**config.mk**
```make
export PLATFORM = sky130hd
export DESIGN_NAME = lsgc_queue
export DESIGN_NICKNAME = d
export VERILOG_FILES = /design/src/rtl/core/lsgc_pkg.sv /design/src/rtl/core/lsgc_queue.sv
export VERILOG_INCLUDE_DIRS = /design/src /design/src/rtl/core
export SDC_FILE = /design/constraint.sdc
export NUM_CORES = 1
export LEC_CHECK = 0
export ABC_AREA = 1
export BUFFER_PORTS_ARGS = -buffer_cell sky130_fd_sc_hd__buf_2
export CAP_MARGIN = 5
export CORE_UTILIZATION = 51
export CTS_CLUSTER_SIZE = 24
export DETAILED_ROUTE_END_ITERATION = 8
export GPL_ROUTABILITY_DRIVEN = 0
export GPL_TIMING_DRIVEN = 0
export PLACE_DENSITY = 0.82
export SYNTH_ARGS = -nofsm -noshare
export SYNTH_HDL_FRONTEND = slang
export SYNTH_SLANG_ARGS = --single-unit
```
**constraint.sdc**
```tcl
create_clock -name clk -period 1.9 [get_ports clk]
set_clock_uncertainty 0.1 [all_clocks]
set_input_delay 0.095 -clock clk [delete_from_list [all_inputs] [get_ports clk]]
set_output_delay 0.095 -clock clk [all_outputs]
set_load 0.02 [all_outputs]
```
**src/rtl/core/assert_macros.svh**
```systemverilog
// ----------------------------------------------------------------------------
// assert_macros
// Shared assertion macros for the colormap core.
// ----------------------------------------------------------------------------
`ifndef ASSERT_MACROS_SVH
`define ASSERT_MACROS_SVH

// condition must never be true
`define ASSERT_NEVER(lbl, clk, rst_n, cond) \
	lbl: assert property (@(posedge clk) disable iff (!rst_n) !(cond)) \
		else $error("assertion failed");

// consequence must hold in the cycle after the antecedent
`define ASSERT_NEXT(lbl, clk, rst_n, ante, cons) \
	lbl: assert property (@(posedge clk) disable iff (!rst_n) (ante) |=> (cons)) \
		else $error("assertion failed");

`endif

```
**src/rtl/core/lsgc_pkg.sv**
```systemverilog
// ----------------------------------------------------------------------------
// lsgc_pkg
// Types and constants shared by the log scale colormap core.
// ----------------------------------------------------------------------------
`timescale 1ns / 1ps
package lsgc_pkg;

	localparam int NUM_BANDS_DEF       = 5;
	localparam int VALUE_FRAC_BITS_DEF = 12;

	localparam int SAMPLE_W  = 32;
	localparam int SHADE_W   = 10;
	localparam int COLOR_W   = 24;
	localparam int PAIR_W    = 48;
	localparam int CH_W      = 8;
	localparam int CFG_W     = 48;
	localparam int CFG_IDX_W = 3;
	localparam int BAND_SLOTS = 5;
	localparam int BAND_W    = 3;

	localparam int LOG_STEPS = 28;
	localparam int Y_W       = 40;
	localparam int K_W       = 14;
	localparam int PROD_W    = 18;
	localparam int DIV_STEPS = 8;
	localparam int QUEUE_DEPTH = 4;

	localparam logic [31:0] LOG10_2_Q32 = 32'h4D104D42;
	localparam logic [Y_W-1:0] LOG_OFFSET = Y_W'(64'h1_0000_0040);

	localparam logic [SHADE_W-1:0] SHADES_RST    = 10'd100;
	localparam logic [SAMPLE_W-1:0] MARKER_RST   = 32'd0;
	localparam logic [COLOR_W-1:0] OOS_COLOR_RST = 24'hFFFFFF;
	localparam logic [PAIR_W-1:0] BAND0_RST = 48'h000000000000;
	localparam logic [PAIR_W-1:0] BAND1_RST = 48'h04008547A9FF;
	localparam logic [PAIR_W-1:0] BAND2_RST = 48'h00631E47D171;
	localparam logic [PAIR_W-1:0] BAND3_RST = 48'h8F0000FF8080;
	localparam logic [PAIR_W-1:0] BAND4_RST = 48'h4B0066E18FFF;

	typedef enum logic [CFG_IDX_W-1:0] {
		REG_SHADES    = 3'd0,
		REG_MARKER    = 3'd1,
		REG_OOS_COLOR = 3'd2,
		REG_BAND0     = 3'd3,
		REG_BAND1     = 3'd4,
		REG_BAND2     = 3'd5,
		REG_BAND3     = 3'd6,
		REG_BAND4     = 3'd7
	} cfg_reg_t;

	typedef struct packed {
		logic [SHADE_W-1:0]  shades;
		logic [SAMPLE_W-1:0] marker;
		logic [COLOR_W-1:0]  oos_color;
		logic [BAND_SLOTS-1:0][PAIR_W-1:0] bands;
	} cfg_t;

	typedef struct packed {
		logic           oos;
		logic [K_W-1:0] k;
	} shade_item_t;

	// shade count with values below two taken as two
	function automatic logic [SHADE_W-1:0] eff_shades(input logic [SHADE_W-1:0] s);
		eff_shades = (s < SHADE_W'(2)) ? SHADE_W'(2) : s;
	endfunction

endpackage

```
**src/rtl/core/lsgc_queue.sv**
```systemverilog
// ----------------------------------------------------------------------------
// lsgc_queue
// Small first-in first-out buffer between the index and color stages.
// ----------------------------------------------------------------------------
`timescale 1ns / 1ps
`include "assert_macros.svh"
module lsgc_queue import lsgc_pkg::*; #(
	parameter int DEPTH = QUEUE_DEPTH
) (
	input  logic        clk,
	input  logic        arst_n,
	input  logic        in_valid,
	output logic        in_ready,
	input  shade_item_t in_item,
	output logic        out_valid,
	input  logic        out_ready,
	output shade_item_t out_item
);

	localparam int PW = (DEPTH > 1) ? $clog2(DEPTH) : 1;
	localparam int CW = $clog2(DEPTH + 1);

	shade_item_t   mem_q [0:DEPTH-1];
	logic [PW-1:0] wr_q, rd_q;
	logic [CW-1:0] cnt_q;
	logic          push, pop;

	assign in_ready  = (cnt_q != CW'(DEPTH));
	assign out_valid = (cnt_q != '0);
	assign push      = in_valid && in_ready;
	assign pop       = out_valid && out_ready;
	assign out_item  = mem_q[rd_q];

	always_ff @(posedge clk or negedge arst_n) begin
		if (!arst_n) begin
			wr_q  <= '0;
			rd_q  <= '0;
			cnt_q <= '0;
		end else begin
			if (push) wr_q <= (wr_q == PW'(DEPTH - 1)) ? '0 : wr_q + 1'b1;
			if (pop)  rd_q <= (rd_q == PW'(DEPTH - 1)) ? '0 : rd_q + 1'b1;
			if (push && !pop) cnt_q <= cnt_q + 1'b1;
			else if (pop && !push) cnt_q <= cnt_q - 1'b1;
		end
	end

	always_ff @(posedge clk) begin
		if (push) mem_q[wr_q] <= in_item;
	end

	`ASSERT_NEVER(a_q_count, clk, arst_n, cnt_q > CW'(DEPTH))
	`ASSERT_NEXT(a_q_fill, clk, arst_n, push && !pop, cnt_q == $past(cnt_q) + 1'b1)

endmodule

```
# == After elaboration in Yosys (flattened, before gate mapping) ==
# Memory sizes are Yosys's and may differ from the RTL's.
# Index checks and enable logic that the tools add are counted.
# word_totals
ff_bits,7
latchBits,0
ramBits,60
romBits,0
input_bits,19
output_inout_bits,17
word_cells,25
n_memories,1
# memory_table
name,depth,word_bits,rd,rd_ports_with_merged_regs,wr,line_no,rtl
mem_q,4,15,1,0,1,lsgc_queue.sv:23,shade_item_t mem_q [0:DEPTH-1];
# classes
n_addsub,4
multipliers,0
div,0
magnitude_cmp,0
n_eq_ne,3
shifts,0
muxes,6
bitwise,0
reduce_logical,8
# ops
op,count
two-way mux 3 bit,2
"adder 2 x 1 -> 2 bit, second input constant",2
"== test 2 bit, second input constant",2
logical AND 1 bit,4
two-way mux 2 bit,2
"adder 3 x 1 -> 3 bit, second input constant",1
"!= test 3 bit, second input constant",1
nonzero test 3 bit,1
"subtractor 3 x 1 -> 3 bit, second input constant",1
logical NOT 1 bit,2
two-way mux 1 bit,2
nonzero test 2 bit,1

# == Longest topological paths before layout ==
# logic_depth
depth_word,6
ltp_mapped,12
depth_no_buf,12

# == Worst setup path before layout ==
# OpenSTA, ideal clock, no wires.
# synth_timing
path_type,reg-to-reg
start,register cnt_q[0]
end,register cnt_q[2]
setup_time_ps,117
t_arrival_ps,1739
required_time_ps,1683
setup_slack_ps,-56
path_stages_with_launch,11
path_buffers,0
synth_period_minus_slack_ps,1956
path_cell_list,dfrtp_1 inv_1 nand3_1 nand2_1 ha_1 inv_1 fa_1 nand2_1 nand3_1 nand2_1 nand2_1
# synth_via
elab_chain_len,5
word_cells_on_any_way,13
classes_between,add/sub (2); eq/ne (1); mux (2); reduce/logical (8)
# synth_lines
item,line_no,rtl
from (decl),lsgc_queue.sv:25,logic [CW-1:0] cnt_q;
from (signal assigned),lsgc_queue.sv:42,if (push && !pop) cnt_q <= cnt_q + 1'b1;
from (signal assigned),lsgc_queue.sv:43,else if (pop && !push) cnt_q <= cnt_q - 1'b1;
nonzero test 3 bit *,lsgc_queue.sv:29,assign out_valid = (cnt_q != '0);
named net out_valid,lsgc_queue.sv:15,"output logic out_valid,"
logical AND 1 bit *,lsgc_queue.sv:31,assign pop = out_valid && out_ready;
logical NOT 1 bit,lsgc_queue.sv:42,
logical AND 1 bit,lsgc_queue.sv:42,
two-way mux 3 bit / nonzero test 2 bit (equally long branches),--,
# Mark *: on every way through the listed nets, which the timed path passes. The rest lies on a longest branch. The select of a mux whose other input is x is not followed.
# A chain may end at the register's enable or synchronous reset.

# == Final worst setup path ==
# layout_timing
start,register cnt_q[1]
end,register cnt_q[2]
# layout_via
elab_chain_len,5
word_cells_on_any_way,13
classes_between,add/sub (2); eq/ne (1); mux (2); reduce/logical (8)
# layout_lines
item
"parallel branches: the longest is 5 deep, another holds subtractor 3 x 1 -> 3 bit"
# Several ways; the timed one is not identified. The select of a mux whose other input is x is not followed.

==> run metrics <==
logic depth of the worst register-to-register path=10; post-layout minimum cycle time=1.89 ns; first-pass iteration count of the detailed router=6; Largest delay share family, worst path=adder cells; via count of the routed design=1945; number of design rule violations left after detail routing=0; Gate power share=0.442; Seq/Total Area, Yosys=0.682; max-capacitance violation count=0; H-tree depth=3; later-pin clock latency in the skew report=approximately 0.33 ns; instance count after placement with tap cells included=around 340; Cell Area, Synth=around 0.0029 mm²; most frequent cell on the critical path=sky130_fd_sc_hd__nand2_1; biggest cell delay along the critical path=approximately 0.40 ns; Power Dens Cells=roughly 1500 mW/mm²; max-slew violation count=0; most used cells in the layout excluding fill and tap cells=60 x sky130_fd_sc_hd__edfxtp_1, 58 x sky130_fd_sc_hd__nand2_1, 39 x sky130_fd_sc_hd__inv_1; Synth Warn #=0; RSZ-0062 raised after global routing=true; class of the most critical setup path=reg2reg; die height=77.4 µm; WHS=between 0.02 and 0.025 ns; I/O Pins=36; logic depth of the worst path, buffers included=10; residual overflow from global routing=0; share of post-route cells with drive strength above 1=0.267; Core Footprint=about 0.0055 mm²; fin crit share=0.995; type of origin of the critical path=flop; starting utilization of the core area=0.526; result of the run=completed; switching portion of total power=0.389; number of diodes=0; syn_nets=260; clock sink total=67; total count of hold-check failures in the final report=0; highest net fanout along the worst path=4; Mapped Cells=roughly 230; clock edge transition at the registers on the reported setup and hold paths=~0.060 ns; area of the die=0.00599 mm²; Sw Pwr=approximately 2100 µW; sequential group share of total power=0.377; GRT Overall Usage=0.212; Area growth syn-to-layout=25.0%; worst slew pin tran=~0.5 ns; maximum buffer depth of the clock tree=2; WP data required=about 2.0 ns; largest net degree at the start of global routing=16; worst rel slew slack=0.664; cell leakage power=roughly 0.0015 µW; clock tree from TritonCTS=done; die width=between 70 and 80 µm; number of distinct library cell variants in the gate-level netlist after synthesis=18; number of buffers and inverters on the critical path=2; share of total power in the clock network=0.180; register bit total from synthesis=67; Total Power=~5500 µW; FMAX=around 530 MHz; min-delay worst type=in2async; cell at the root of the clock tree=sky130_fd_sc_hd__clkbuf_8; number of DRC markers after the initial detailed-route iteration=78; post-DR wirelength/cell=~15 µm; initial antenna violation count=0; arrival time worst endpoint=about 2.0 ns; most common cell after layout, fill and taps aside=sky130_fd_sc_hd__edfxtp_1; Crit. End Element=flop; Inserted Clock Buffers=9; post-detailed-route count of antenna-violating nets=0; Layout fillers=between 300 and 400; number of failing setup endpoints in the final timing report=0; setup TNS=0 ns; Peak VDD IR=0.000619 V; syn avg cell area=between 10 and 15 µm²; cell with the biggest individual delay on the critical path=sky130_fd_sc_hd__dfrtp_1; Critical Path, Cell by Cell=inv_2 > nand3_2 > nand2_2 > ha_2 > inv_2 > fa_1 > nand2_1 > nand3_1 > nand2_1 > nand2_1; number of cell rows=27; wire length of the first global-routing pass=approximately 9000 µm; net total in the final layout=approximately 330; Port-buffer cells=35; via count of the first global-routing pass=1941; internal power consumption=3370 µW; final wirelength=5780 µm; routed via count divided by cell count=roughly 5; DP HPWL=approximately 3600 µm; non-filler instance count after layout=roughly 380
## final timing paths
| path | start | to | slack (ns) |
|---|---|---|---|
| max in group asynchronous | arst_n | cnt_q[0] | 1.52 |
| worst max-delay path | cnt_q[1] | cnt_q[2] | 0.01 |
| min in group clk | in_item[1] | mem_q[0][1] | 0.41 |
| worst min-delay path | arst_n | wr_q[0] | 0.02 |
| worst min register to register | wr_q[1] | wr_q[1] | 0.45 |
| worst max register to register | cnt_q[1] | cnt_q[2] | 0.01 |
## synth_stat cells (all sizes together)
| cell | count | area (µm²) |
|---|---|---|
| o211ai | 30 | 240 |
| fa | 1 | 20.0 |
| inv | 44 | 165 |
| nand3 | 7 | 40.0 |
| ha | 6 | 75.1 |
| nand4 | 1 | 6.26 |
| clkbuf | 3 | 35.0 |
| nor2 | 6 | 22.5 |
| dfrtp | 7 | 175 |
| nand2 | 60 | 225 |
| buf | 7 | 78.8 |
| o21ai | 1 | 5.00 |
| xnor2 | 1 | 8.76 |
| edfxtp | 60 | 1800 |
## logic make-up after synthesis
logic type               Yosys count  synth area share
XOR/XNOR                           1           0.00302
buffers and inverters             54            0.0962
AND/OR/NAND/NOR                   74             0.101
AO/OA/AOI/OAI                     31            0.0846
flip-flops                        67             0.682
adder cells (fa/ha/maj)            7            0.0328
## area by class of cell
class	count	area [µm²]	area share
plain buffers	10	114	0.0314
clock buffers	13	149	0.0411
clock inverters	3	15.0	0.00414
inverters	44	165	0.0456
multi-input cells	113	688	0.190
flip-flops and latches	67	1980	0.545
well taps	72	90.1	0.0249
repair buffers	61	427	0.118
## layer usage
metal	wire length, µm	track usage	vias up
met2	2970	0.365	67
li1	-	-	936
met5	0	0	-
met3	349	0.0341	8
met4	97	0.140	0
met1	2360	0.245	934
## timing repair
action | CTS | global route
gates resized for setup | 5 | 9
cloned | 0 | 0
pin swaps | 1 | 1
buffers inserted | 3 | 2
setup endpoints to repair | 42 | 42
hold buffers | 18 | 0
endpoints found under the hold margin | 71 | 0
## flip-flops by register name, indices dropped and copies added (netlist names)
| signal | flops |
|---|---|
| mem_q | 60 |
| cnt_q | 3 |
| rd_q | 2 |
| wr_q | 2 |
## stage by stage
step	instance area [µm²]	worst slack (ns)	util
2_1_floorplan	2910	0.0106	-
3_3_place_gp	3170	-0.399	0.576
3_5_place_dp	3210	-0.412	0.582
4_1_cts	3590	0.00327	0.651
5_1_grt	3620	-0.0829	0.658
6_report	3620	0.00975	0.658
## power by group through the flow
stage / clock (µW) / sequential [µW] / combinational, µW
after floorplan: 0 / 2090 / 1590
after global placement: 0 / 2110 / 2160
after detailed placement: 0 / 2120 / 2260
after CTS: 1000 / 2070 / 2360
after global routing: 1070 / 2110 / 2660
final: 995 / 2080 / 2440
(Power assumes the default switching activity.)
