`src/rtl/core/assert_macros.svh`:
```
// ----------------------------------------------------------------------------
// assert_macros
// Shared assertion macros for the colormap core.
// ----------------------------------------------------------------------------
`ifndef ASSERT_MACROS_SVH
`define ASSERT_MACROS_SVH

// condition must never be true
`define ASSERT_NEVER(lbl, clk, rst_n, cond) \
	lbl: assert property (@(posedge clk) disable iff (!rst_n) !(cond)) \
		else $error("assertion failed");

// consequence must hold in the cycle after the antecedent
`define ASSERT_NEXT(lbl, clk, rst_n, ante, cons) \
	lbl: assert property (@(posedge clk) disable iff (!rst_n) (ante) |=> (cons)) \
		else $error("assertion failed");

`endif

```
`src/rtl/core/lsgc_pkg.sv`:
```
// ----------------------------------------------------------------------------
// lsgc_pkg
// Types and constants shared by the log scale colormap core.
// ----------------------------------------------------------------------------
`timescale 1ns / 1ps
package lsgc_pkg;

	localparam int NUM_BANDS_DEF       = 5;
	localparam int VALUE_FRAC_BITS_DEF = 12;

	localparam int SAMPLE_W  = 32;
	localparam int SHADE_W   = 10;
	localparam int COLOR_W   = 24;
	localparam int PAIR_W    = 48;
	localparam int CH_W      = 8;
	localparam int CFG_W     = 48;
	localparam int CFG_IDX_W = 3;
	localparam int BAND_SLOTS = 5;
	localparam int BAND_W    = 3;

	localparam int LOG_STEPS = 28;
	localparam int Y_W       = 40;
	localparam int K_W       = 14;
	localparam int PROD_W    = 18;
	localparam int DIV_STEPS = 8;
	localparam int QUEUE_DEPTH = 4;

	localparam logic [31:0] LOG10_2_Q32 = 32'h4D104D42;
	localparam logic [Y_W-1:0] LOG_OFFSET = Y_W'(64'h1_0000_0040);

	localparam logic [SHADE_W-1:0] SHADES_RST    = 10'd100;
	localparam logic [SAMPLE_W-1:0] MARKER_RST   = 32'd0;
	localparam logic [COLOR_W-1:0] OOS_COLOR_RST = 24'hFFFFFF;
	localparam logic [PAIR_W-1:0] BAND0_RST = 48'h000000000000;
	localparam logic [PAIR_W-1:0] BAND1_RST = 48'h04008547A9FF;
	localparam logic [PAIR_W-1:0] BAND2_RST = 48'h00631E47D171;
	localparam logic [PAIR_W-1:0] BAND3_RST = 48'h8F0000FF8080;
	localparam logic [PAIR_W-1:0] BAND4_RST = 48'h4B0066E18FFF;

	typedef enum logic [CFG_IDX_W-1:0] {
		REG_SHADES    = 3'd0,
		REG_MARKER    = 3'd1,
		REG_OOS_COLOR = 3'd2,
		REG_BAND0     = 3'd3,
		REG_BAND1     = 3'd4,
		REG_BAND2     = 3'd5,
		REG_BAND3     = 3'd6,
		REG_BAND4     = 3'd7
	} cfg_reg_t;

	typedef struct packed {
		logic [SHADE_W-1:0]  shades;
		logic [SAMPLE_W-1:0] marker;
		logic [COLOR_W-1:0]  oos_color;
		logic [BAND_SLOTS-1:0][PAIR_W-1:0] bands;
	} cfg_t;

	typedef struct packed {
		logic           oos;
		logic [K_W-1:0] k;
	} shade_item_t;

	// shade count with values below two taken as two
	function automatic logic [SHADE_W-1:0] eff_shades(input logic [SHADE_W-1:0] s);
		eff_shades = (s < SHADE_W'(2)) ? SHADE_W'(2) : s;
	endfunction

endpackage

```
`src/rtl/core/lsgc_back.sv`:
```
// ----------------------------------------------------------------------------
// lsgc_back
// Picks the band and blends start and end colors with a pipelined divider.
// ----------------------------------------------------------------------------
`timescale 1ns / 1ps
`include "assert_macros.svh"
module lsgc_back import lsgc_pkg::*; #(
	parameter int NUM_BANDS = NUM_BANDS_DEF
) (
	input  logic            clk,
	input  logic            arst_n,
	input  cfg_t            cfg,
	input  logic            in_valid,
	output logic            in_ready,
	input  shade_item_t     in_item,
	output logic            out_valid,
	input  logic            out_ready,
	output logic [CH_W-1:0] red,
	output logic [CH_W-1:0] green,
	output logic [CH_W-1:0] blue,
	output logic            beyond_scale
);

	localparam int DS = DIV_STEPS;

	logic en;
	logic [SHADE_W-1:0] s_c, dv_c;
	logic [BAND_W-1:0]  band_c;
	logic [K_W-1:0]     base_c;
	logic               beyond_c;
	logic [PAIR_W-1:0]  pair_c;

	assign s_c  = eff_shades(cfg.shades);
	assign dv_c = s_c - 1'b1;

	always_comb begin
		band_c = '0;
		for (int b = 1; b < NUM_BANDS; b++) begin
			if (in_item.k >= K_W'(b) * K_W'(s_c)) band_c = BAND_W'(b);
		end
	end

	assign base_c   = K_W'(band_c) * K_W'(s_c);
	assign beyond_c = in_item.oos || (in_item.k >= K_W'(NUM_BANDS) * K_W'(s_c));
	assign pair_c   = cfg.bands[band_c];

	// stage 1: band and step
	logic                v_s1, beyond_s1;
	logic [COLOR_W-1:0]  st_s1, en_s1;
	logic [SHADE_W-1:0]  j_s1;

	// stage 2: magnitude of color delta times step
	logic                v_s2, beyond_s2;
	logic [2:0][CH_W-1:0]   st_s2;
	logic [2:0]             neg_s2;
	logic [2:0][PROD_W-1:0] pr_s2;

	// divider stages, index 0 is the stage 2 result
	logic                   v_dv_s   [0:DS];
	logic                   bey_dv_s [0:DS];
	logic [2:0]             neg_dv_s [0:DS];
	logic [2:0][CH_W-1:0]   st_dv_s  [0:DS];
	logic [2:0][PROD_W-1:0] rem_dv_s [0:DS];
	logic [2:0][CH_W-1:0]   q_dv_s   [0:DS];

	logic                  ov_q;
	logic [2:0][CH_W-1:0]  col_q;
	logic                  bey_q;

	assign en       = !ov_q || out_ready;
	assign in_ready = en;

	always_ff @(posedge clk or negedge arst_n) begin
		if (!arst_n) begin
			v_s1 <= 1'b0;
			v_s2 <= 1'b0;
			ov_q <= 1'b0;
		end else if (en) begin
			v_s1 <= in_valid;
			v_s2 <= v_s1;
			ov_q <= v_dv_s[DS];
		end
	end

	logic [2:0][CH_W-1:0] st_ch, en_ch;
	logic [2:0][CH_W:0]   d_ch;
	logic [2:0][CH_W-1:0] mag_ch;

	always_comb begin
		for (int c = 0; c < 3; c++) begin
			st_ch[c]  = st_s1[c*CH_W +: CH_W];
			en_ch[c]  = en_s1[c*CH_W +: CH_W];
			d_ch[c]   = {1'b0, en_ch[c]} - {1'b0, st_ch[c]};
			mag_ch[c] = d_ch[c][CH_W] ? CH_W'(-d_ch[c]) : d_ch[c][CH_W-1:0];
		end
	end

	always_ff @(posedge clk) begin
		if (en) begin
			st_s1     <= pair_c[PAIR_W-1:COLOR_W];
			en_s1     <= pair_c[COLOR_W-1:0];
			j_s1      <= SHADE_W'(in_item.k - base_c);
			beyond_s1 <= beyond_c;
			beyond_s2 <= beyond_s1;
			st_s2     <= st_ch;
			for (int c = 0; c < 3; c++) begin
				neg_s2[c] <= d_ch[c][CH_W];
				pr_s2[c]  <= PROD_W'(mag_ch[c]) * PROD_W'(j_s1);
			end
		end
	end

	always_comb begin
		v_dv_s[0]   = v_s2;
		bey_dv_s[0] = beyond_s2;
		neg_dv_s[0] = neg_s2;
		st_dv_s[0]  = st_s2;
		rem_dv_s[0] = pr_s2;
		q_dv_s[0]   = '0;
	end

	// restoring division, one quotient bit per stage from the top
	for (genvar i = 0; i < DS; i++) begin : g_div
		logic [PROD_W-1:0] dsh;
		assign dsh = PROD_W'(dv_c) << (DS - 1 - i);

		always_ff @(posedge clk or negedge arst_n) begin
			if (!arst_n) begin
				v_dv_s[i+1] <= 1'b0;
			end else if (en) begin
				v_dv_s[i+1] <= v_dv_s[i];
			end
		end

		always_ff @(posedge clk) begin
			if (en) begin
				bey_dv_s[i+1] <= bey_dv_s[i];
				neg_dv_s[i+1] <= neg_dv_s[i];
				st_dv_s[i+1]  <= st_dv_s[i];
				for (int c = 0; c < 3; c++) begin
					if (rem_dv_s[i][c] >= dsh) begin
						rem_dv_s[i+1][c] <= rem_dv_s[i][c] - dsh;
						q_dv_s[i+1][c]   <= q_dv_s[i][c] | CH_W'(1 << (DS - 1 - i));
					end else begin
						rem_dv_s[i+1][c] <= rem_dv_s[i][c];
						q_dv_s[i+1][c]   <= q_dv_s[i][c];
					end
				end
			end
		end
	end

	always_ff @(posedge clk) begin
		if (en) begin
			bey_q <= bey_dv_s[DS];
			for (int c = 0; c < 3; c++) begin
				if (bey_dv_s[DS]) begin
					col_q[c] <= cfg.oos_color[c*CH_W +: CH_W];
				end else if (neg_dv_s[DS][c]) begin
					col_q[c] <= st_dv_s[DS][c] - q_dv_s[DS][c];
				end else begin
					col_q[c] <= st_dv_s[DS][c] + q_dv_s[DS][c];
				end
			end
		end
	end

	assign out_valid    = ov_q;
	assign red          = col_q[2];
	assign green        = col_q[1];
	assign blue         = col_q[0];
	assign beyond_scale = bey_q;

	`ASSERT_NEXT(a_back_hold, clk, arst_n, ov_q && !out_ready, ov_q)

endmodule

```
`config.mk`:
```
export PLATFORM = sky130hd
export DESIGN_NAME = lsgc_back
export DESIGN_NICKNAME = d
export VERILOG_FILES = /design/src/rtl/core/lsgc_pkg.sv /design/src/rtl/core/lsgc_back.sv
export VERILOG_INCLUDE_DIRS = /design/src /design/src/rtl/core
export SDC_FILE = /design/constraint.sdc
export NUM_CORES = 2
export LEC_CHECK = 0
export BUFFER_PORTS_ARGS = -buffer_cell sky130_fd_sc_hd__buf_2
export CAP_MARGIN = 10
export CORE_ASPECT_RATIO = 0.5
export CORE_MARGIN = 2
export CORE_UTILIZATION = 30
export CTS_BUF_LIST = sky130_fd_sc_hd__clkbuf_4 sky130_fd_sc_hd__clkbuf_8
export DETAILED_ROUTE_END_ITERATION = 10
export GPL_TIMING_DRIVEN = 1
export PLACE_DENSITY = 0.53
export SYNTH_ARGS = -nofsm -noshare
export SYNTH_HDL_FRONTEND = slang
export SYNTH_SLANG_ARGS = --single-unit
```
`constraint.sdc`:
```
create_clock -name clk -period 30.2 [get_ports clk]
set_input_delay 4.53 -clock clk [delete_from_list [all_inputs] [get_ports clk]]
set_output_delay 4.53 -clock clk [all_outputs]
set_load 0.01 [all_outputs]
```
== Yosys cells after proc, flatten, opt, wreduce, memory -nomap -nowiden ==
Cells that the tools add are included.

* Register bits after elaboration: 971
* Output and inout port bits: 27
* Logic and storage cells: 248

* Add/subtract/negate cells: 35
* Multiply operators: 6
* Reductions and logical operators: 3
* Multiplexer cells: 40
* Magnitude comparators: 31

{| class="wikitable"
|+ Operator list
! kind !! count
|-
| $mux 18 || 21
|-
| $bmux 48 s3 || 1
|-
| $mux 8 || 12
|-
| $ge 18x10->1 || 3
|-
| $ge 18x11->1 || 3
|-
| $ge 18x12->1 || 3
|-
| $ge 18x13->1 || 3
|-
| $ge 18x14->1 || 3
|-
| $ge 18x15->1 || 3
|-
| $ge 18x16->1 || 3
|-
| $ge 18x17->1 || 3
|-
| $mul 8x10->18 || 3
|-
| $sub 18x11->18 || 3
|-
| $sub 18x12->18 || 3
|-
| $sub 18x13->18 || 3
|-
| $sub 18x14->18 || 3
|-
| $sub 18x15->18 || 3
|-
| $sub 18x16->18 || 3
|-
| $sub 18x17->18 || 3
|-
| $mux 48 || 1
|-
| $ge 14x12->1 || 2
|-
| $sub 8x8->9 || 3
|-
| $add 8x8->8 || 3
|-
| $neg 8->8 || 3
|-
| other kinds (17) || 21
|}

== Logic depth before layout (Yosys ltp) ==
* Depth in word-level cells: 9
* Mapped depth: 37
* Depth with buffers taken out: 35

== Worst setup path before layout ==
Ideal clock, no wire load.

* Path type: input port to output port
* From: in out_ready
* To: out in_ready
* Slack: 3.995 ns
* Cell stages on the path: 3
* Buffers on the path: 1
* Data arrival time: 21.675 ns
* Cell sequence: nor2b_1 -> clkbuf_1 -> inv_1

* Longest elaborated chain between the ends: 1

{| class="wikitable"
|+ RTL lines
! item !! line !! source
|-
| start: declaration || lsgc_back.sv:17 || <nowiki>input logic out_ready,</nowiki>
|-
| $logic_or 1x1->1 || lsgc_back.sv:70 || <nowiki>assign en = !ov_q || out_ready;</nowiki>
|-
| end: declaration || lsgc_back.sv:14 || <nowiki>output logic in_ready,</nowiki>
|}

No other way between the ends.

== Worst setup path in the final report ==
* From: in cfg[301] (netlist bit)
* To: reg j_s1[8] (data pin)

* Longest elaborated chain between the ends: 9
* Elaborated cells on any way between the ends: 13
* Those cells by class: add/sub: 1; mul: 2; order compare: 5; mux: 5

{| class="wikitable"
|+ RTL lines
! item !! line !! source
|-
| start: declaration || lsgc_back.sv:12 || <nowiki>input cfg_t cfg,</nowiki>
|-
| $lt 10x2->1 || lsgc_pkg.sv:65 || <nowiki>eff_shades = (s < SHADE_W'(2)) ? SHADE_W'(2) : s;</nowiki>
|-
| $mux 10 * || lsgc_pkg.sv:65 ||
|-
| branches (longest 5 deep; another with $ge 14x12->1) || - ||
|-
| $mul 3x10->10 * || lsgc_back.sv:43 || <nowiki>assign base_c = K_W'(band_c) * K_W'(s_c);</nowiki>
|-
| $sub 10x10->10 * || lsgc_back.sv:102 || <nowiki>j_s1 <= SHADE_W'(in_item.k - base_c);</nowiki>
|-
| end signal: assignment || lsgc_back.sv:102 ||
|-
| end: declaration || lsgc_back.sv:50 || <nowiki>logic [SHADE_W-1:0] j_s1;</nowiki>
|}

Every way passes the cells marked *.
A chain may end at the register's enable or synchronous reset.

==> qor.txt <==
Status - finished, final reports clean
Initial antenna violation count - 20
WP buf/inv - 5
Worst skew pair latency - 0.86 ns
#FFs+latches synth - 887
Largest net degree at the start of global routing - 109
Crit path required time - 30.79 ns
Clock transition at path regs - 0.06 ns
Die W - 611 um
I/O Pins - 352
Pins Over Slew Limit - 0
Number of placement rows - 111
Final Hold Viols - 0
Largest family of logic cells by synthesized area - adder cells
Sequential cell area - 26600 um2
Share of layout cells above drive strength 1 - 13.8%
Rel. slew slack - 22.7%
Tot GR Track Use - 13.1%
Fraction of the mapped netlist area in simple logic gates - 10.7%
Peak Freq - 85.5 MHz
Starting Density - 30.2%
Synth Warn # - 0
CTS tree - yes
Most frequent CP cell - a21oi_1
Synth cell types - 76
Post-synth top area share - 47.6%
Gr ovfl total - 0
Fraction of the cycle the final worst path needs - 38.7%
Post-Syn Nets - 5827
Die Height - 308 um
Filler instances - 18400
Adder-Cell Fraction of Synth Area - 18.2%
Actual slew at the worst max-slew pin - 1.15 ns
Final-report setup violation count - 0
Most Used Layer, Global Route - met2
Post-CTS Resized - 0
I/O Buffers - 319
Area of the multi-input gates - 26600 um2
XOR/XNOR Fraction of Synth Area - 5.38%
Mux contribution to synthesized area - 3.10%
M1 GR Usage - 17.7%
GPL Wtd Cong - 0.844
Post-CTS Setup Bufs - 0
Area grow syn2layout - 13.6%
Commonest cells post-synth - edfxtp_1, ha_1, inv_1, nand2_1, a21oi_1
Slowest cell on the critical path - buf_4
DRC viols - 0
Vias - 35800
EDFF count, synth - 876
Asr flop ratio synth - 1.24%
Placed wire-length estimate - 90200 um
Worst path top cell family by delay - adder cells
Hold/Removal Path Class - reg -> reg
Post-CTS Hold Buffers - 0
Compound-Gate Fraction of Synth Area - 10.5%
R2R Setup Slk - 22.36 ns
Delay of the slowest cell on the worst path - 0.60 ns
Final setup TNS - 0 ns
Top_reg_cell synth - edfxtp_1
Post-DRT Antenna Nets - 0
Met2 Usage GRT - 21.1%
Clock skew - 0.0387 ns
Root Buffer - clkbuf_8
Worst Path Max Fanout - 88
DR pass1 iterations - 5
WL/cell - 15.7 um
Met3 Usage GRT - 2.59%
Vias in the first global route - 35800
Max_cap viols - 0
Syn Area/Cell - 11.5 um2
Drt via density - 4.61
Ranking of synthesized cells by area - edfxtp_1, ha_1, fa_1
First-pass GRT wire length - 194000 um
Startpoint type of the worst setup path - primary input
Core area - 183000 um2
Most instantiated library cell after synthesis - edfxtp_1
Critical Path End Type - flip-flop
Post-synth top area cell - edfxtp_1
Synth Instances - 4809
Final wirelength - 122000 um
Fin crit period - 11.69 ns
Clock buffer depth - 3
CP arrival - 12.28 ns
Initial DRC Count - 2114
Die area - 188000 um2
Htree depth - 4
Crit path kind - in -> reg
Nets@finish - 6229
# clock sinks - 887
RSZ-0062 raised after global routing - false
Register area share after synthesis - 48.1%
Total CTS buffers - 148
Synthesized area - 55300 um2
==> final timing paths <==
path,to,depth (start not counted),from
worst max-delay path,j_s1[8]$_DFFE_PP_,33,cfg[301]
min in group asynchronous,v_dv_s[6]$_DFFE_PN0P_,1,arst_n
worst min register to register,neg_dv_s[12]$_DFFE_PP_,0,neg_dv_s[15]$_DFFE_PP_
worst min-delay path,neg_dv_s[12]$_DFFE_PP_,0,neg_dv_s[15]$_DFFE_PP_
max in group asynchronous,v_dv_s[7]$_DFFE_PN0P_,1,arst_n
worst max register to register,pr_s2[53]$_DFFE_PP_,28,en_ch[16]$_DFFE_PP_
==> worst reg2reg max path, delay by kind of cell, from the launching register on <==
kind | cells | cell delay [ns]
adders and majority gates | 7 | 3.04
AOI/OAI and AO/OA | 13 | 2.43
xor gates and xnor gates | 1 | 0.85
and+or+nand+nor | 3 | 0.47
buffers and inverters | 4 | 0.46
DFF | 1 | 0.37
==> logic make-up (layout without fill, tap and decap cells) <==
kind of cell	count (synthesis)	count (layout)
AND/OR/NAND/NOR	1211	1211
AO/OA/AOI/OAI	949	949
flip-flops	887	887
adder cells (fa/ha/maj)	693	693
buffers and inverters	574	1083
XOR/XNOR	338	338
multiplexers	157	157
other	0	14
==> cells in the final DEF, fill, tap and decap left out, types with 54 or more instances in the layout <==
cell	Yosys	final
edfxtp_1	876	876
ha_1	506	505
inv_1	460	459
nand2_1	398	396
buf_2	18	319
a21oi_1	295	295
o21ai_0	287	286
nor2_1	263	262
xnor2_1	248	240
fa_1	187	187
clkbuf_8	0	149
a21o_1	106	106
nor2b_1	105	105
mux2_2	94	94
xor2_1	89	89
and2_1	79	79
nor3_1	72	71
mux2i_1	56	56
nand2b_1	54	54
==> area by class of cell <==
type                            count  area share [%]
Multi-Input combinational cell   3348            42.4
Sequential cell                   887            42.3
Tap cell                         2429            4.84
Clock buffer                      191            3.77
Timing Repair Buffer              365            3.09
Inverter                          461            2.77
Clock inverter                     66           0.733
Antenna cell                       14          0.0558
==> flip-flops by register name, indices dropped and copies added (netlist names), 8 cells and up <==
register / count
green: 8
j_s1: 10
v_dv_s: 8
q_dv_s: 108
pr_s2: 54
red: 8
en_ch: 24
rem_dv_s: 378
blue: 8
st_ch: 24
bey_dv_s: 8
neg_dv_s: 24
st_dv_s: 216
==> metrics by stage <==
stage	hold slack [ns]	std cells	setup WS, ns	instance area, um2	util, %
2_1_floorplan	0.400	4809	4.00	55300	-
3_3_place_gp	0.400	7490	17.65	59900	32.7
3_5_place_dp	0.405	7490	17.66	59900	32.7
4_1_cts	0.378	7747	18.60	62800	34.3
5_1_grt	0.392	7758	17.96	62800	34.3
6_report	0.387	7761	18.51	62800	34.3
==> metal layers <==
metal	up-vias	share of wire, %
met1	17000	48
met3	175	4.7
met5	-	0.019
met4	4	2.1
li1	18100	-
met2	540	45
Power is not shown: default switching activity piles up to over one toggle a cycle in this logic, so the estimate is an artifact.
